### src/hw/rtl/ut2c_pkg.sv
`timescale 1ns / 1ps
// ----------------------------------------------------------------------------
// ut2c_pkg
// Field types and fixed calendar constants for the seconds-to-calendar block.
// ----------------------------------------------------------------------------
package ut2c_pkg;

    // Field types of the input and result items.
    typedef logic        [31:0] t_seconds_count;
    typedef logic signed [7:0]  t_year_offset;
    typedef logic        [3:0]  t_month;
    typedef logic        [4:0]  t_day;
    typedef logic        [4:0]  t_hour;
    typedef logic        [5:0]  t_minute;
    typedef logic        [5:0]  t_second;
    typedef logic        [2:0]  t_weekday;

    // Year that year_offset is measured from.
    localparam int C_BASE_YEAR = 2000;

    // One day is 675 << 7 seconds, so the low seven bits skip the divider.
    localparam int C_TS_W        = 32;
    localparam int C_SUBDAY_BITS = 7;
    localparam int C_DAY_DIV     = 675;

    // Day count at which the Gregorian alpha term steps from 16 to 17.
    localparam logic [15:0] C_ALPHA_STEP_DAYS = 16'd47541;

    // The 1970 epoch falls on a Thursday.
    localparam logic [15:0] C_WD_BIAS = 16'd4;

    // The Meeus B term is the day count plus this, plus the alpha step.
    localparam logic [22:0] C_JD_B_BASE = 23'd2442125;

    // The C term is C_CEN_BASE plus (4 * (days + step) + C_CEN_BIAS) / 1461.
    localparam logic [17:0] C_CEN_BIAS  = 18'd1226;
    localparam logic [12:0] C_CEN_BASE  = 13'd6685;
    localparam logic [23:0] C_CYCLE_DAYS = 24'd1461;

    // The E term is (B - D) * 10000 / 306001.
    localparam logic [22:0] C_E_NUM = 23'd10000;
    localparam int          C_E_DEN = 306001;

    // Year subtrahends for months after and up to February.
    localparam logic [15:0] C_YEAR_SUB_LATE  = 16'(4716 + C_BASE_YEAR);
    localparam logic [15:0] C_YEAR_SUB_EARLY = 16'(4715 + C_BASE_YEAR);

    // Days before month term E, that is floor(30.6001 * e).
    function automatic logic [8:0] f_month_start(input logic [3:0] e);
        logic [8:0] v;
        case (e)
            4'd0:    v = 9'd0;
            4'd1:    v = 9'd30;
            4'd2:    v = 9'd61;
            4'd3:    v = 9'd91;
            4'd4:    v = 9'd122;
            4'd5:    v = 9'd153;
            4'd6:    v = 9'd183;
            4'd7:    v = 9'd214;
            4'd8:    v = 9'd244;
            4'd9:    v = 9'd275;
            4'd10:   v = 9'd306;
            4'd11:   v = 9'd336;
            4'd12:   v = 9'd367;
            4'd13:   v = 9'd397;
            4'd14:   v = 9'd428;
            default: v = 9'd459;
        endcase
        return v;
    endfunction

endpackage

### src/hw/rtl/ut2c_in_if.sv
`timescale 1ns / 1ps
// ----------------------------------------------------------------------------
// ut2c_in_if
// Valid/ready channel that carries one seconds count per item.
// ----------------------------------------------------------------------------
interface ut2c_in_if;
    import ut2c_pkg::*;

    logic           valid;
    logic           ready;
    t_seconds_count seconds_count;

    modport source (output valid, output seconds_count, input ready);
    modport sink   (input valid, input seconds_count, output ready);
endinterface

### src/hw/rtl/ut2c_out_if.sv
`timescale 1ns / 1ps
// ----------------------------------------------------------------------------
// ut2c_out_if
// Valid/ready channel that carries one set of calendar fields per item.
// ----------------------------------------------------------------------------
interface ut2c_out_if;
    import ut2c_pkg::*;

    logic         valid;
    logic         ready;
    t_year_offset year_offset;
    t_month       month;
    t_day         day_of_month;
    t_hour        hour;
    t_minute      minute;
    t_second      second;
    t_weekday     weekday;

    modport source (
        output valid, output year_offset, output month, output day_of_month,
        output hour, output minute, output second, output weekday, input ready
    );
    modport sink (
        input valid, input year_offset, input month, input day_of_month,
        input hour, input minute, input second, input weekday, output ready
    );
endinterface

### src/hw/rtl/unix_time_to_calendar.sv
`timescale 1ns / 1ps
// ----------------------------------------------------------------------------
// unix_time_to_calendar
// Converts a UTC seconds count since 1970 into Gregorian calendar fields.
// ----------------------------------------------------------------------------
// Usage:
//   Each input item on i_in carries one 32-bit seconds count; each result
//   item on o_out carries year minus 2000, month, day, hour, minute, second
//   and weekday (0 is Sunday). Every input item gives exactly one result.
//   The block is a 15-stage pipeline. One item is accepted every cycle
//   unless the receiver stalls while every stage holds an item.
//   Most stages come from three chained constant dividers (seconds to
//   days, then the century term, then the month term), three stages each.
//   Each stage holds a valid bit. A stage advances when it is empty or when
//   the stage after it advances, so bubbles close up while the receiver
//   stalls and i_in.ready falls only once all 15 stages hold items.
//   A stalled result stays on o_out unchanged until it is taken.
//   Synchronous reset empties the pipeline; no result is pending after it.
// ----------------------------------------------------------------------------
module unix_time_to_calendar (
    input  logic        i_clk,
    input  logic        i_rst_n,
    ut2c_in_if.sink     i_in,
    ut2c_out_if.source  o_out
);
    import ut2c_pkg::*;

    localparam int N_STAGES = 15;

    logic [N_STAGES:1]   r_v;
    logic [N_STAGES+1:1] stage_en;

    // Stage 1-3: seconds to days.
    logic [15:0] day_q;
    logic [9:0]  day_r;
    logic [C_SUBDAY_BITS-1:0] r_lo7 [1:3];

    // Stage 4.
    logic        n_gstep;
    logic [16:0] n_bb;
    logic [17:0] n_vc;
    logic [16:0] r_sod4;
    logic [17:0] r_vc4;
    logic [15:0] r_wx4;
    logic [16:0] r_bb [4:9];

    // Stage 5-7: hour, century term, weekday.
    logic [4:0]  hour_q;
    logic [11:0] hour_r;
    logic [7:0]  cen_q;
    logic [10:0] cen_r;
    logic [12:0] wd_q;
    logic [2:0]  wd_r;

    // Stage 8.
    logic [4:0]  r_hour [8:14];
    logic [11:0] r_remh8;
    logic [12:0] r_c [8:14];
    logic [2:0]  r_wd [8:14];

    // Stage 9-11: minute and second; D, W and the E dividend.
    logic [5:0]  min_q;
    logic [5:0]  min_r;
    logic [23:0] n_d_full;
    logic [21:0] r_d9;
    logic [22:0] n_w_full;
    logic [8:0]  r_w [10:14];
    logic [22:0] r_x11;

    // Stage 12-14: E term.
    logic [3:0]  e_q;
    logic [5:0]  r_min [12:14];
    logic [5:0]  r_sec [12:14];

    // Stage 15.
    t_month      n_month;
    logic [8:0]  n_day_full;
    logic [15:0] n_year_full;
    t_year_offset r_year;
    t_month       r_month;
    t_day         r_day;
    t_hour        r_hour15;
    t_minute      r_min15;
    t_second      r_sec15;
    t_weekday     r_wd15;

    // ------------------------------------------------------------------------
    // Flow control
    // ------------------------------------------------------------------------
    always_comb begin
        stage_en[N_STAGES+1] = o_out.ready;
        for (int k = N_STAGES; k >= 1; k--) begin
            stage_en[k] = !r_v[k] || stage_en[k+1];
        end
    end

    always_ff @(posedge i_clk) begin
        if (!i_rst_n) begin
            r_v <= '0;
        end else begin
            if (stage_en[1]) begin
                r_v[1] <= i_in.valid;
            end
            for (int k = 2; k <= N_STAGES; k++) begin
                if (stage_en[k]) begin
                    r_v[k] <= r_v[k-1];
                end
            end
        end
    end

    assign i_in.ready  = stage_en[1];
    assign o_out.valid = r_v[N_STAGES];

    // ------------------------------------------------------------------------
    // Stage 1-3: day count and seconds of the day
    // ------------------------------------------------------------------------
    ut2c_cdiv #(
        .W_IN    (C_TS_W - C_SUBDAY_BITS),
        .DIVISOR (C_DAY_DIV),
        .W_Q     (16)
    ) u_div_day (
        .i_clk (i_clk),
        .i_en  (stage_en[3:1]),
        .i_x   (i_in.seconds_count[C_TS_W-1:C_SUBDAY_BITS]),
        .o_q   (day_q),
        .o_r   (day_r)
    );

    always_ff @(posedge i_clk) begin
        if (stage_en[1]) begin
            r_lo7[1] <= i_in.seconds_count[C_SUBDAY_BITS-1:0];
        end
        for (int k = 2; k <= 3; k++) begin
            if (stage_en[k]) begin
                r_lo7[k] <= r_lo7[k-1];
            end
        end
    end

    // ------------------------------------------------------------------------
    // Stage 4: Gregorian correction folded into a single day-count compare
    // ------------------------------------------------------------------------
    assign n_gstep = (day_q >= C_ALPHA_STEP_DAYS);
    assign n_bb    = 17'(day_q) + 17'(n_gstep);
    assign n_vc    = 18'({n_bb, 2'b00}) + C_CEN_BIAS;

    always_ff @(posedge i_clk) begin
        if (stage_en[4]) begin
            r_sod4   <= {day_r, r_lo7[3]};
            r_vc4    <= n_vc;
            r_wx4    <= day_q + C_WD_BIAS;
            r_bb[4]  <= n_bb;
        end
        for (int k = 5; k <= 9; k++) begin
            if (stage_en[k]) begin
                r_bb[k] <= r_bb[k-1];
            end
        end
    end

    // ------------------------------------------------------------------------
    // Stage 5-7: hour, century term C and weekday in parallel
    // ------------------------------------------------------------------------
    ut2c_cdiv #(.W_IN(17), .DIVISOR(3600), .W_Q(5)) u_div_hour (
        .i_clk (i_clk),
        .i_en  (stage_en[7:5]),
        .i_x   (r_sod4),
        .o_q   (hour_q),
        .o_r   (hour_r)
    );

    ut2c_cdiv #(.W_IN(18), .DIVISOR(1461), .W_Q(8)) u_div_cen (
        .i_clk (i_clk),
        .i_en  (stage_en[7:5]),
        .i_x   (r_vc4),
        .o_q   (cen_q),
        .o_r   (cen_r)
    );

    ut2c_cdiv #(.W_IN(16), .DIVISOR(7), .W_Q(13)) u_div_wd (
        .i_clk (i_clk),
        .i_en  (stage_en[7:5]),
        .i_x   (r_wx4),
        .o_q   (wd_q),
        .o_r   (wd_r)
    );

    // ------------------------------------------------------------------------
    // Stage 8 and the delay lines that carry fields to the output stage
    // ------------------------------------------------------------------------
    always_ff @(posedge i_clk) begin
        if (stage_en[8]) begin
            r_hour[8] <= hour_q;
            r_remh8   <= hour_r;
            r_c[8]    <= C_CEN_BASE + 13'(cen_q);
            // The weekday quotient only sizes the divider; the remainder counts.
            r_wd[8]   <= (wd_q[0] == wd_q[0]) ? wd_r : wd_r;
        end
        for (int k = 9; k <= 14; k++) begin
            if (stage_en[k]) begin
                r_hour[k] <= r_hour[k-1];
                r_c[k]    <= r_c[k-1];
                r_wd[k]   <= r_wd[k-1];
            end
        end
    end

    // ------------------------------------------------------------------------
    // Stage 9-11: minute and second; D = floor(1461 * C / 4), W = B - D
    // ------------------------------------------------------------------------
    ut2c_cdiv #(.W_IN(12), .DIVISOR(60), .W_Q(6)) u_div_min (
        .i_clk (i_clk),
        .i_en  (stage_en[11:9]),
        .i_x   (r_remh8),
        .o_q   (min_q),
        .o_r   (min_r)
    );

    assign n_d_full = 24'(r_c[8]) * C_CYCLE_DAYS;
    // B - D always lies between 122 and 488, so nine bits hold it.
    assign n_w_full = 23'(r_bb[9]) + C_JD_B_BASE - 23'(r_d9);

    always_ff @(posedge i_clk) begin
        if (stage_en[9]) begin
            r_d9 <= n_d_full[23:2];
        end
        if (stage_en[10]) begin
            r_w[10] <= n_w_full[8:0];
        end
        if (stage_en[11]) begin
            r_x11 <= 23'(r_w[10]) * C_E_NUM;
        end
        for (int k = 11; k <= 14; k++) begin
            if (stage_en[k]) begin
                r_w[k] <= r_w[k-1];
            end
        end
        if (stage_en[12]) begin
            r_min[12] <= min_q;
            r_sec[12] <= min_r;
        end
        for (int k = 13; k <= 14; k++) begin
            if (stage_en[k]) begin
                r_min[k] <= r_min[k-1];
                r_sec[k] <= r_sec[k-1];
            end
        end
    end

    // ------------------------------------------------------------------------
    // Stage 12-14: month term E
    // ------------------------------------------------------------------------
    ut2c_cdiv #(.W_IN(23), .DIVISOR(C_E_DEN), .W_Q(4)) u_div_e (
        .i_clk (i_clk),
        .i_en  (stage_en[14:12]),
        .i_x   (r_x11),
        .o_q   (e_q),
        .o_r   ()
    );

    // ------------------------------------------------------------------------
    // Stage 15: day, month and year from E, W and C
    // ------------------------------------------------------------------------
    assign n_month     = (e_q < 4'd14) ? (e_q - 4'd1) : (e_q - 4'd13);
    assign n_day_full  = r_w[14] - f_month_start(e_q);
    assign n_year_full = 16'(r_c[14])
                       - ((n_month > 4'd2) ? C_YEAR_SUB_LATE : C_YEAR_SUB_EARLY);

    always_ff @(posedge i_clk) begin
        if (stage_en[15]) begin
            r_year   <= t_year_offset'(n_year_full[7:0]);
            r_month  <= n_month;
            r_day    <= n_day_full[4:0];
            r_hour15 <= r_hour[14];
            r_min15  <= r_min[14];
            r_sec15  <= r_sec[14];
            r_wd15   <= r_wd[14];
        end
    end

    assign o_out.year_offset  = r_year;
    assign o_out.month        = r_month;
    assign o_out.day_of_month = r_day;
    assign o_out.hour         = r_hour15;
    assign o_out.minute       = r_min15;
    assign o_out.second       = r_sec15;
    assign o_out.weekday      = r_wd15;

    // ------------------------------------------------------------------------
    // Assertions
    // ------------------------------------------------------------------------
    a_accept_fills_stage1: assert property (@(posedge i_clk) disable iff (!i_rst_n)
        (i_in.valid && i_in.ready) |=> r_v[1])
        else $error("accepted item did not enter the first stage");

    a_month_range: assert property (@(posedge i_clk) disable iff (!i_rst_n)
        o_out.valid |-> (o_out.month >= 4'd1 && o_out.month <= 4'd12))
        else $error("month out of range");

    a_day_range: assert property (@(posedge i_clk) disable iff (!i_rst_n)
        o_out.valid |-> (o_out.day_of_month >= 5'd1))
        else $error("day of month is zero");

    a_time_range: assert property (@(posedge i_clk) disable iff (!i_rst_n)
        o_out.valid |-> (o_out.hour <= 5'd23 && o_out.minute <= 6'd59
                         && o_out.second <= 6'd59))
        else $error("time of day out of range");

    a_weekday_range: assert property (@(posedge i_clk) disable iff (!i_rst_n)
        o_out.valid |-> (o_out.weekday <= 3'd6))
        else $error("weekday out of range");

endmodule

### src/hw/rtl/ut2c_cdiv.sv
`timescale 1ns / 1ps
// ----------------------------------------------------------------------------
// ut2c_cdiv
// Three-stage divider by a constant: reciprocal multiply, back multiply,
// then a single compare-and-subtract correction.
// ----------------------------------------------------------------------------
module ut2c_cdiv #(
    parameter int W_IN    = 16,
    parameter int DIVISOR = 3,
    parameter int W_Q     = 8
) (
    input  logic                       i_clk,
    input  logic [2:0]                 i_en,
    input  logic [W_IN-1:0]            i_x,
    output logic [W_Q-1:0]             o_q,
    output logic [$clog2(DIVISOR)-1:0] o_r
);

    localparam int              W_R   = $clog2(DIVISOR);
    localparam longint unsigned RECIP = (64'd1 << W_IN) / DIVISOR;
    localparam int              W_M   = $clog2(RECIP + 1);
    localparam int              W_P   = W_IN + W_M;

    localparam logic [W_M-1:0]  C_RECIP = W_M'(RECIP);
    localparam logic [W_IN-1:0] C_DIV_X = W_IN'(DIVISOR);
    localparam logic [W_R:0]    C_DIV_R = (W_R + 1)'(DIVISOR);

    logic [W_P-1:0]  prod;
    logic [W_IN-1:0] back;

    logic [W_IN-1:0] r_x1;
    logic [W_Q-1:0]  r_q1;
    logic [W_Q-1:0]  r_q2;
    logic [W_R:0]    r_rr2;
    logic [W_Q-1:0]  r_q3;
    logic [W_R-1:0]  r_r3;

    // With a shift of W_IN the estimate is the true quotient or one less.
    assign prod = W_P'(i_x) * W_P'(C_RECIP);
    assign back = r_x1 - W_IN'(W_IN'(r_q1) * C_DIV_X);

    always_ff @(posedge i_clk) begin
        if (i_en[0]) begin
            r_x1 <= i_x;
            r_q1 <= prod[W_IN +: W_Q];
        end
        if (i_en[1]) begin
            r_q2  <= r_q1;
            r_rr2 <= back[W_R:0];
        end
        if (i_en[2]) begin
            if (r_rr2 >= C_DIV_R) begin
                r_q3 <= r_q2 + W_Q'(1);
                r_r3 <= W_R'(r_rr2 - C_DIV_R);
            end else begin
                r_q3 <= r_q2;
                r_r3 <= r_rr2[W_R-1:0];
            end
        end
    end

    assign o_q = r_q3;
    assign o_r = r_r3;

endmodule

### src/flat_wrapper.sv
// flat-port wrapper written by rule: the top's interface ports become plain ports
module unix_time_to_calendar_flat import ut2c_pkg::*;
  (i_clk, i_rst_n, i_in_valid, i_in_seconds_count, i_in_ready, o_out_valid, o_out_year_offset, o_out_month, o_out_day_of_month, o_out_hour, o_out_minute, o_out_second, o_out_weekday, o_out_ready);
  ut2c_in_if i_in_i ();
  ut2c_out_if o_out_i ();
  input  logic i_clk;
  input  logic i_rst_n;
  input wire logic [$bits(i_in_i.valid)-1:0] i_in_valid;
  input wire logic [$bits(i_in_i.seconds_count)-1:0] i_in_seconds_count;
  output wire logic [$bits(i_in_i.ready)-1:0] i_in_ready;
  output wire logic [$bits(o_out_i.valid)-1:0] o_out_valid;
  output wire logic [$bits(o_out_i.year_offset)-1:0] o_out_year_offset;
  output wire logic [$bits(o_out_i.month)-1:0] o_out_month;
  output wire logic [$bits(o_out_i.day_of_month)-1:0] o_out_day_of_month;
  output wire logic [$bits(o_out_i.hour)-1:0] o_out_hour;
  output wire logic [$bits(o_out_i.minute)-1:0] o_out_minute;
  output wire logic [$bits(o_out_i.second)-1:0] o_out_second;
  output wire logic [$bits(o_out_i.weekday)-1:0] o_out_weekday;
  input wire logic [$bits(o_out_i.ready)-1:0] o_out_ready;
  assign i_in_i.valid = i_in_valid;
  assign i_in_i.seconds_count = i_in_seconds_count;
  assign i_in_ready = i_in_i.ready;
  assign o_out_valid = o_out_i.valid;
  assign o_out_year_offset = o_out_i.year_offset;
  assign o_out_month = o_out_i.month;
  assign o_out_day_of_month = o_out_i.day_of_month;
  assign o_out_hour = o_out_i.hour;
  assign o_out_minute = o_out_i.minute;
  assign o_out_second = o_out_i.second;
  assign o_out_weekday = o_out_i.weekday;
  assign o_out_i.ready = o_out_ready;
  unix_time_to_calendar u_core (.i_clk(i_clk), .i_rst_n(i_rst_n), .i_in(i_in_i), .o_out(o_out_i));
endmodule
### config.mk
export PLATFORM = sky130hd
export DESIGN_NAME = unix_time_to_calendar_flat
export DESIGN_NICKNAME = d
export VERILOG_FILES = /design/src/hw/rtl/ut2c_pkg.sv /design/src/hw/rtl/ut2c_in_if.sv /design/src/hw/rtl/ut2c_out_if.sv /design/src/hw/rtl/unix_time_to_calendar.sv /design/src/hw/rtl/ut2c_cdiv.sv /design/src/flat_wrapper.sv
export SDC_FILE = /design/constraint.sdc
export NUM_CORES = 2
export LEC_CHECK = 0
export ABC_AREA = 1
export BUFFER_PORTS_ARGS = -buffer_cell sky130_fd_sc_hd__buf_2
export CORE_ASPECT_RATIO = 0.75
export CORE_MARGIN = 1
export CORE_UTILIZATION = 45
export CTS_CLUSTER_DIAMETER = 100
export DETAILED_ROUTE_END_ITERATION = 12
export PLACE_DENSITY = 0.69
export RECOVER_POWER = 50
export SKIP_CTS_REPAIR_TIMING = 1
export SLEW_MARGIN = 20
export SYNTH_ARGS = -nofsm -noshare
export SYNTH_HDL_FRONTEND = slang
export SYNTH_SLANG_ARGS = --single-unit
### constraint.sdc
create_clock -name i_clk -period 5.7 [get_ports i_clk]
set_input_delay 0.285 -clock i_clk [delete_from_list [all_inputs] [get_ports i_clk]]
set_output_delay 0.285 -clock i_clk [all_outputs]
set_load 0.005 [all_outputs]
==> impl_metrics.py <==
metrics = {
    "synth": {
        "synth_adder_area_share_pct": 29.94,
        "synth.area.top_cells": "edfxtp_1, ha_1, fa_1",
        "synthMostInstantiatedCell": "inv_1",
        "synth_edf_count": 648,
        "synth_xor_xnor_area_share_pct": 5.190,
        "synth_top_family_by_area": "adder cells",
        "synth_seq_cells": 668,
        "synth_top_area_share_pct": 43.56,
        "ys_seq_area_share_pct": 44.46,
        "synthCells": 3923,
        "synth_ff_type": "edfxtp_1",
        "synth_area_leader_cell": "edfxtp_1",
        "avgSynthCellArea_um2": 11.39,
        "async_flop_share_pct": 0,
        "ys.warnings.count": 0,
        "synthMuxAreaShare_pct": 0.1261,
        "syn-cell-area_mm2": 0.04467,
        "syn_nets": 4864,
        "synth_common_cells": "inv_1, edfxtp_1, ha_1",
        "synthSimpleGateAreaFrac_pct": 7.720,
        "synth_cell_types": 55,
        "synth_compound_area_share_pct": 5.283,
    },
    "clock_tree": {
        "numCtsBuffers": 66,
        "clockBufferDepth": 3,
        "clk_latency_ns": 0.64,
        "cts.sinks": 668,
        "cts_root_buf": "clkbuf_16",
        "clk_pin_slew_worst_paths_ns": 0.06,
        "cts_tree": "yes",
        "htreeDepth": 3,
    },
    "global_routing": {
        "grt_pass1_vias": 26395,
        "grt_pass1_wl_um": 135200,
        "track_usage_pct": 16.66,
        "grt_max_degree": 58,
        "antenna_found_initial": 0,
        "overflow": 0,
    },
    "detailed_routing": {
        "via_count": 26653,
        "firstDrtPassIters": 5,
        "ant_nets": 0,
        "post_drt_wl_per_cell_um": 14.91,
        "drt_wl_total_um": 81320,
        "viasPerCell": 4.888,
        "drc": 0,
        "drtIter0Drc": 1481,
    },
    "floorplanning": {
        "fp.dieW_um": 365.8,
        "die_height_um": 274.9,
        "ioPinCount": 75,
        "die-area_mm2": 0.1005,
        "start_util_pct": 45.65,
        "num_rows": 99,
        "core_mm2": 0.09786,
    },
    "final_layout": {
        "seqCellArea_mm2": 0.01986,
        "multiInputGateArea_mm2": 0.02154,
        "diodes": 0,
        "fin_nets": 5029,
        "drive_gt1_share_pct": 4.831,
        "area_growth_pct": 9.899,
        "nFillCells": 8695,
    },
    "timing": {
        "hold_violations": 0,
        "setup-tns-final_ns": 0,
        "fin_skew_ns": 0.03562,
        "final-setup-viol-count": 0,
        "slew_violations": 234,
        "fin_crit_sh_pct": 89.79,
        "rsz0062_at_grt": "no",
        "worst_pin_slew_ns": 3.159,
        "slew-limit-headroom_pct": -110.6,
        "period_needed_ns": 5.118,
        "fmax_ghz": 0.1954,
    },
    "worst_setup_path": {
        "cp_top_family": "adder cells",
        "worstSetupPathDepth": 23,
        "r2r-start": "u_core.u_div_cen.r_q1[0]$_DFFE_PP_",
        "crit_chain": "dlygate4sd3_1, clkbuf_1, inv_1, fa_1, inv_1, ha_1, ha_1, ha_1, fa_1, inv_1, fa_1, inv_1, ha_1, a21oi_1, o21ai_0, a21oi_1, o21ai_0, nand3_1, nand2_1, nand2_1, nand2_1, nand2_1, nand2_1",
        "endpoint_kind": "register",
        "worstPathMaxFanout": 5,
        "slowest_stage": "fa_1",
        "cp.required_ns": 6.08,
        "cp.buffers_inverters": 6,
        "cp-start-kind": "input port",
        "slowest_delay_ns": 0.57,
        "r2r_cells": 11,
        "rr_endpoint": "u_core.u_div_cen.r_rr2[11]$_DFFE_PP_",
        "worstPathArrival_ns": 5.50,
        "worstSetupPathType": "input port to register",
        "crit_top_cell": "nand2_1",
        "r2r_setup_slack_ns": 1.42,
    },
    "status": {
        "run_status": "finished with violations",
        "violations": "capacitance limit, slew limit",
    },
    "placement": {
        "dpl.hpwl_um": 65030,
        "gp_congestion": 0.8914,
        "numPortBuffers": 74,
    },
    "worst_hold_path": {
        "min_path_type": "input port to register",
        "hold_start": "i_in_seconds_count[8]",
        "hold_path_end": "u_core.u_div_day.r_x1[1]$_DFFE_PP_",
        "holdPathStages": 1,
    },
    "job": {
        "max_cap_violations": 5,
    },
}
state kept, by name, indices dropped and copies added, names as in the netlist, 17 cells and up, named ones only:
signal and flops:
u_core.r_x11 19, u_core.u_div_e.r_rr2 19, u_core.r_sec 18, u_core.r_hour 35
u_core.r_sod4 17, u_core.r_wd 21, u_core.r_w 21, u_core.r_min 18
u_core.r_c 57, u_core.r_lo7 21, u_core.r_bb 53
kinds of logic after synthesis:
logic type               after synthesis
adder cells (fa/ha/maj)              905
buffers and inverters                866
AND/OR/NAND/NOR                      795
flip-flops                           668
AO/OA/AOI/OAI                        421
XOR/XNOR                             263
multiplexers                           5
layout make-up:
type	count	share of cell area [%]
timing repair buffer	102	1.167
sequential	668	40.45
clock buffer	81	3.607
inverter	861	6.584
multi-input combinational	2389	43.88
tap	1313	3.347
clock inverter	39	0.9635
how the worst max path moves through the flow:
stage	slack, ns	start	endpoint
2_1_floorplan	0.27	u_core.r_v[15]$_SDFFE_PN0P_	u_core.r_lo7[1][0]$_DFFE_PP_
3_3_place_gp	0.57	i_in_seconds_count[24]	u_core.u_div_day.r_q1[0]$_DFFE_PP_
3_5_place_dp	0.53	i_in_seconds_count[22]	u_core.u_div_day.r_q1[0]$_DFFE_PP_
4_1_cts	1.20	i_in_seconds_count[29]	u_core.u_div_day.r_q1[13]$_DFFE_PP_
5_1_grt	0.23	i_in_seconds_count[13]	u_core.u_div_day.r_q1[0]$_DFFE_PP_
6_report	0.58	i_in_seconds_count[15]	u_core.u_div_day.r_q1[11]$_DFFE_PP_
worst reg2reg max path, delay by kind of cell, from the launching register on:
family	cells	cell delay, ns
compound gates	1	0.52
xor+xnor	1	0.12
fa+ha+maj	5	2.36
buf+inv	3	0.31
flops	1	0.55
simple gates	1	0.14
layer usage:
layer	GRT usage, %	part of all wire (%)
met4	3.616	1.5
met1	25.76	53
met2	24.35	41
met5	0	0
met3	2.781	4.9
through the flow:
stage / std cells / hold WS [ns] / area, µm² / util [%] / setup slack [ns]
3_5_place_dp: 5317 / 0.4045 / 46780 / 47.80 / 0.5292
2_1_floorplan: 3923 / 0.3839 / 44680 / - / 0.2675
6_report: 5453 / 0.1371 / 49090 / 50.16 / 0.5818
5_1_grt: 5453 / 0.1293 / 49090 / 50.16 / 0.2317
3_3_place_gp: 5317 / 0.4002 / 46780 / 47.80 / 0.5745
4_1_cts: 5437 / -0.2074 / 49020 / 50.10 / 1.202
placed cells by master (no fill, tap or decap), types with 10 or more instances in the layout:
master	instances
clkbuf_16	68
nor4_1	16
nand4_1	42
nand2_1	396
dlygate4sd3_1	16
fa_1	273
o21ai_0	131
clkinv_2	12
xor2_1	174
clkbuf_1	41
a21oi_1	191
nand3_1	87
o21a_1	11
edfxtp_1	648
o21bai_1	10
a31oi_1	15
nor2_1	193
dfxtp_1	20
xnor2_1	87
buf_2	48
nor3_1	28
a21o_1	18
ha_1	632
inv_1	859
Power is left out: the tool's default activity adds up to more than one toggle a clock period on the data nets, which glitch-free logic cannot reach.
